==> src/rtl/core/quaternion_slerp_core_assert.svh <==
// assertion macros shared by the slerp core
`ifndef QUATERNION_SLERP_CORE_ASSERT_SVH
`define QUATERNION_SLERP_CORE_ASSERT_SVH
`ifndef ASSERT_OFF
`define SLERP_ASSERT_IMP(label, clk, rst, a, b) \
  label: assert property (@(posedge clk) disable iff (rst) (a) |-> (b)) \
    else $error("slerp core: same-cycle check failed");
`define SLERP_ASSERT_NXT(label, clk, rst, a, b) \
  label: assert property (@(posedge clk) disable iff (rst) (a) |=> (b)) \
    else $error("slerp core: next-cycle check failed");
`else
`define SLERP_ASSERT_IMP(label, clk, rst, a, b)
`define SLERP_ASSERT_NXT(label, clk, rst, a, b)
`endif
`endif

==> src/rtl/core/qslerp_pkg.sv <==
`timescale 1ns / 1ps
// types, constants and the arctangent table of the slerp core
package qslerp_pkg;
  localparam int CW = 16;
  localparam int FRAC = CW - 2;
  localparam int AFRAC = CW - 3;
  localparam int ONE = 1 << FRAC;
  localparam int PI_A = 25736;
  localparam int HALF_A = 12868;
  localparam int SQRT_STEPS = 31;
  localparam int DIV_STEPS = 31;
  localparam logic signed [33:0] HALFPI30 = 34'sd1686629713;
  localparam logic signed [33:0] KGAIN30 = 34'sd652032874;

  localparam logic [1:0] BLEND_IN = 2'd0;
  localparam logic [1:0] BLEND_LOW = 2'd1;
  localparam logic [1:0] BLEND_HIGH = 2'd2;

  typedef logic signed [CW-1:0] comp_t;

  typedef struct packed {
    comp_t start_x;
    comp_t start_y;
    comp_t start_z;
    comp_t start_w;
    comp_t end_x;
    comp_t end_y;
    comp_t end_z;
    comp_t end_w;
    comp_t blend;
  } slerp_in_t;

  typedef struct packed {
    comp_t out_x;
    comp_t out_y;
    comp_t out_z;
    comp_t out_w;
    logic  degenerate;
  } slerp_out_t;

  typedef struct packed {
    slerp_in_t  data;
    logic [1:0] cls;
  } slerp_job_t;

  typedef struct packed {
    logic full;
    logic empty;
  } queue_stat_t;

  // atan(2^-i) in q.30 radians
  function automatic logic signed [33:0] atan30(input int i);
    logic signed [33:0] v;
    case (i)
      0: v = 34'sh3243F6A8;
      1: v = 34'sh1DAC6705;
      2: v = 34'sh0FADBAFC;
      3: v = 34'sh07F56EA6;
      4: v = 34'sh03FEAB76;
      5: v = 34'sh01FFD55B;
      6: v = 34'sh00FFFAAA;
      7: v = 34'sh007FFF55;
      8: v = 34'sh003FFFEA;
      9: v = 34'sh001FFFFD;
      10: v = 34'sh000FFFFF;
      11: v = 34'sh0007FFFF;
      12: v = 34'sh0003FFFF;
      13: v = 34'sh0001FFFF;
      14: v = 34'sh0000FFFF;
      15: v = 34'sh00007FFF;
      16: v = 34'sh00003FFF;
      17: v = 34'sh00001FFF;
      18: v = 34'sh00000FFF;
      19: v = 34'sh000007FF;
      20: v = 34'sh000003FF;
      21: v = 34'sh000001FF;
      22: v = 34'sh000000FF;
      23: v = 34'sh0000007F;
      24: v = 34'sh0000003F;
      25: v = 34'sh0000001F;
      26: v = 34'sh0000000F;
      27: v = 34'sh00000008;
      28: v = 34'sh00000004;
      29: v = 34'sh00000002;
      30: v = 34'sh00000001;
      default: v = '0;
    endcase
    return v;
  endfunction
endpackage

==> src/rtl/core/qslerp_queue.sv <==
`timescale 1ns / 1ps
// small job queue between the front end and the datapath
module qslerp_queue import qslerp_pkg::*; #(
  parameter int DEPTH = 4
) (
  input  logic        clk,
  input  logic        rst,
  input  logic        push,
  input  slerp_job_t  wdata,
  input  logic        pop,
  output slerp_job_t  rdata,
  output queue_stat_t stat
);
  localparam int AW = $clog2(DEPTH);

  slerp_job_t mem [DEPTH];
  logic [AW-1:0] wr_ptr;
  logic [AW-1:0] rd_ptr;
  logic [AW:0] count;

  always_ff @(posedge clk) begin
    if (rst) begin
      wr_ptr <= '0;
      rd_ptr <= '0;
      count <= '0;
    end else begin
      if (push) begin
        wr_ptr <= (wr_ptr == AW'(DEPTH - 1)) ? '0 : wr_ptr + 1'b1;
      end
      if (pop) begin
        rd_ptr <= (rd_ptr == AW'(DEPTH - 1)) ? '0 : rd_ptr + 1'b1;
      end
      case ({push, pop})
        2'b10: count <= count + 1'b1;
        2'b01: count <= count - 1'b1;
        default: count <= count;
      endcase
    end
  end

  always_ff @(posedge clk) begin
    if (push) begin
      mem[wr_ptr] <= wdata;
    end
  end

  assign rdata = mem[rd_ptr];
  assign stat.full = (count == (AW + 1)'(DEPTH));
  assign stat.empty = (count == '0);
endmodule

==> config.mk <==
export PLATFORM = sky130hd
export DESIGN_NAME = qslerp_queue
export DESIGN_NICKNAME = d
export VERILOG_FILES = /design/src/rtl/core/quaternion_slerp_core_assert.svh /design/src/rtl/core/qslerp_pkg.sv /design/src/rtl/core/qslerp_queue.sv
export SDC_FILE = /design/constraint.sdc
export NUM_CORES = 1
export LEC_CHECK = 0
export BUFFER_PORTS_ARGS = -buffer_cell sky130_fd_sc_hd__buf_2
export CAP_MARGIN = 20
export CORE_AREA = 2 2 259 286
export CTS_BUF_LIST = sky130_fd_sc_hd__clkbuf_16
export DETAILED_ROUTE_END_ITERATION = 8
export DIE_AREA = 0 0 261 288
export PLACE_DENSITY = 0.55
export SYNTH_ARGS = -nofsm -noshare
export SYNTH_HDL_FRONTEND = slang
export SYNTH_SLANG_ARGS = --single-unit
==> constraint.sdc <==
create_clock -name clk -period 6.45 [get_ports clk]
set_clock_uncertainty 0.15 [all_clocks]
set_input_delay 1.29 -clock clk [delete_from_list [all_inputs] [get_ports clk]]
set_output_delay 1.29 -clock clk [all_outputs]
set_load 0.01 [all_outputs]
==> summary.txt <==
Worst Tran Pin Value - 829.7 ps
Wire per inst - 20.42 um
Reg2Reg Capture Point - mem[2][72]
Initial antenna violation count - 4
Vias in the first global route - 10.46k
Routed WL - 43.96 mm
Synthesized instance count - 810
Post-CTS sizing - 0
Die H - 288 um
Area delta synth->final - 21.27%
FF-to-FF Start - wr_ptr[0]
Ports - 298
Clock Path Buffers - 3
Avg Inst Size Synth - 26.52 um2
CTS H-tree lvls - 2
Critical-path cell list - buf_12 -> mux4_2 -> buf_2
Sink Count - 593
1st-iter DRT viols - 580
Chip width - 261 um
CTS tree - built
DR vias/cell - 4.509
Vias - 9707
Final hold vios - 0
IO buf count - 297
Cts bufs inserted - 61
Mapped cell area - 0.02148 mm2
WHS - 357.5 ps
Yosys top cell area share - 0.8163
Peak supply drop - 0.2016 mV
Initial Util - 0.2959
Slew headroom - 0.4469
Max-cap violations - 0
Nets - 1307
Clk slew on worst S/H paths - 60 ps
Status - complete, no violations
DP Wirelength - 25.84 mm
CP delay by family, top - flip-flops
Synth area leaders - edfxtp_1 (82%), mux4_2 (15%), dfxtp_1 (0.84%)
Hold Crit Class - flop to flop
CP Max Fanout - 64
First-pass GRT wire length - 65.47 mm
CP arrival - 2600 ps
Minimum clock period after layout - 4037 ps
Tcrit/Tclk final - 0.6259
Number of iterations in the first detailed-routing pass - 4
Crit-path slowest cell - dfxtp_4
Commonest non-fill, non-tap cell in the layout - edfxtp_1
Min-delay src - count[2]
Fin Setup TNS - 0 ps
WS Path Type - flop to output pin
Final Core Density - 0.3588
Post-CTS setup buffers - 0
Full die area - 0.07517 mm2
Critical Path RT - 5010 ps
Overall Power - 0.008448 W
All-layer global routing usage - 0.1162
Fmax - 247.7 MHz
Setup crit start kind - flop
Std cell rows - 104
Yosys Warn Count - 0
Pins Over Slew Limit - 0
Worst skew pair latency - 590 ps
CORE AREA - 0.07261 mm2
Internal reg-to-reg setup slack - 4070 ps
Worst Hold End - count[2]
Leakage - 8.595 nW
Sequential area share after synthesis - 0.8247
Seq cells post-synth - 593
Post-DRT Antenna Nets - 0
Largest net degree at the start of global routing - 84
Cell variety after synth - 20
Commonest cells after routing, fill and taps aside - edfxtp_1 (584), buf_2 (297), mux4_2 (146), clkbuf_16 (61), inv_1 (15)
Final setup viols - 0
Root buffer cell - clkbuf_16
Worst Setup End Kind - output pin
Synth Net Count - 967
DRC - 0
Global route overflow - 0
RSZ-0062 raised after global routing - false
Cts hold-fix bufs - 0
PwrDens - 324.3 mW/mm2
Share of layout cells above drive strength 1 - 0.4586
Yosys top cell by area - edfxtp_1
Slowest stage delay, CP - 620 ps
R2r worst-path depth - 4
Hold Crit Depth - 2
Critical path buffer and inverter count - 2
Routability Congestion - 0.6803
## per-layer routing
metal,part of all wire,GRT usage,vias to the layer above
met5,0.00059,0,-
met2,0.51,0.1975,255
met4,0.027,0.03821,4
met3,0.066,0.03249,76
met1,0.40,0.1429,5173
li1,-,-,4199
## logic make-up after synthesis
family	count (synthesis)	share of synthesized area
XOR/XNOR	2	0.0008155
buffers and inverters	39	0.01101
flip-flops	593	0.8247
adder cells (fa/ha/maj)	7	0.004426
multiplexers	148	0.1540
AND/OR/NAND/NOR	16	0.003902
AO/OA/AOI/OAI	5	0.001165
## area by class of cell
cell class,instances,area (um2)
inverters,7,26.28
diodes,2,5.005
fillers,6734,46560
clock buffers,61,1526
multi-input cells,178,3540
well taps,954,1194
repair buffers,309,1664
clock inverters,49,372.9
flip-flops and latches,593,17720
## how the worst max path moves through the flow
stage                endpoint  slack (ps)  cells after the start
finish               rdata[3]        2410                      3
global route        rdata[34]        2180                      3
CTS                  rdata[3]        2280                      3
detailed placement   rdata[3]        2960                      3
global placement     rdata[3]        2950                      3
floorplan           mem[0][0]        1150                      1
## Yosys cell counts (all sizes together)
cell type,instances
a21oi,4
nor3,1
or3,1
mux4,146
fa,1
clkbuf,2
edfxtp,584
ha,6
mux2i,2
buf,30
o21ai,1
and3,1
xor2,2
and2,4
dfxtp,9
inv,7
nor2,7
nor3b,2
## worst register-to-register path, delay by kind of cell (launching register included)
kind	cells	cell delay, ps
fa+ha+maj	1	150
buf+inv	2	750
simple gates	1	600
flops	1	350
## registers in the layout, summed over array words and instances, names as in the netlist, named ones only
| name | count |
|---|---|
| wr_ptr | 2 |
| count | 3 |
| mem | 584 |
| rd_ptr | 2 |
## power breakdown
group	leakage (nW)	internal (W)	switching [W]
Sequential	5.44	0.00440	0.0000457
Clock	0.964	0.00191	0.00142
Combinational	2.19	0.000301	0.000370
Total	8.60	0.00661	0.00184
## metrics by stage
stage               setup slack [ps]  area (um2)  cells
floorplan                       1153       21480    810
global placement                2951       24150   2041
detailed placement              2961       24150   2041
CTS                             2283       26050   2151
global route                    2185       26050   2151
finish                          2413       26050   2153
Note: power is estimated with default switching activity, not from simulation.
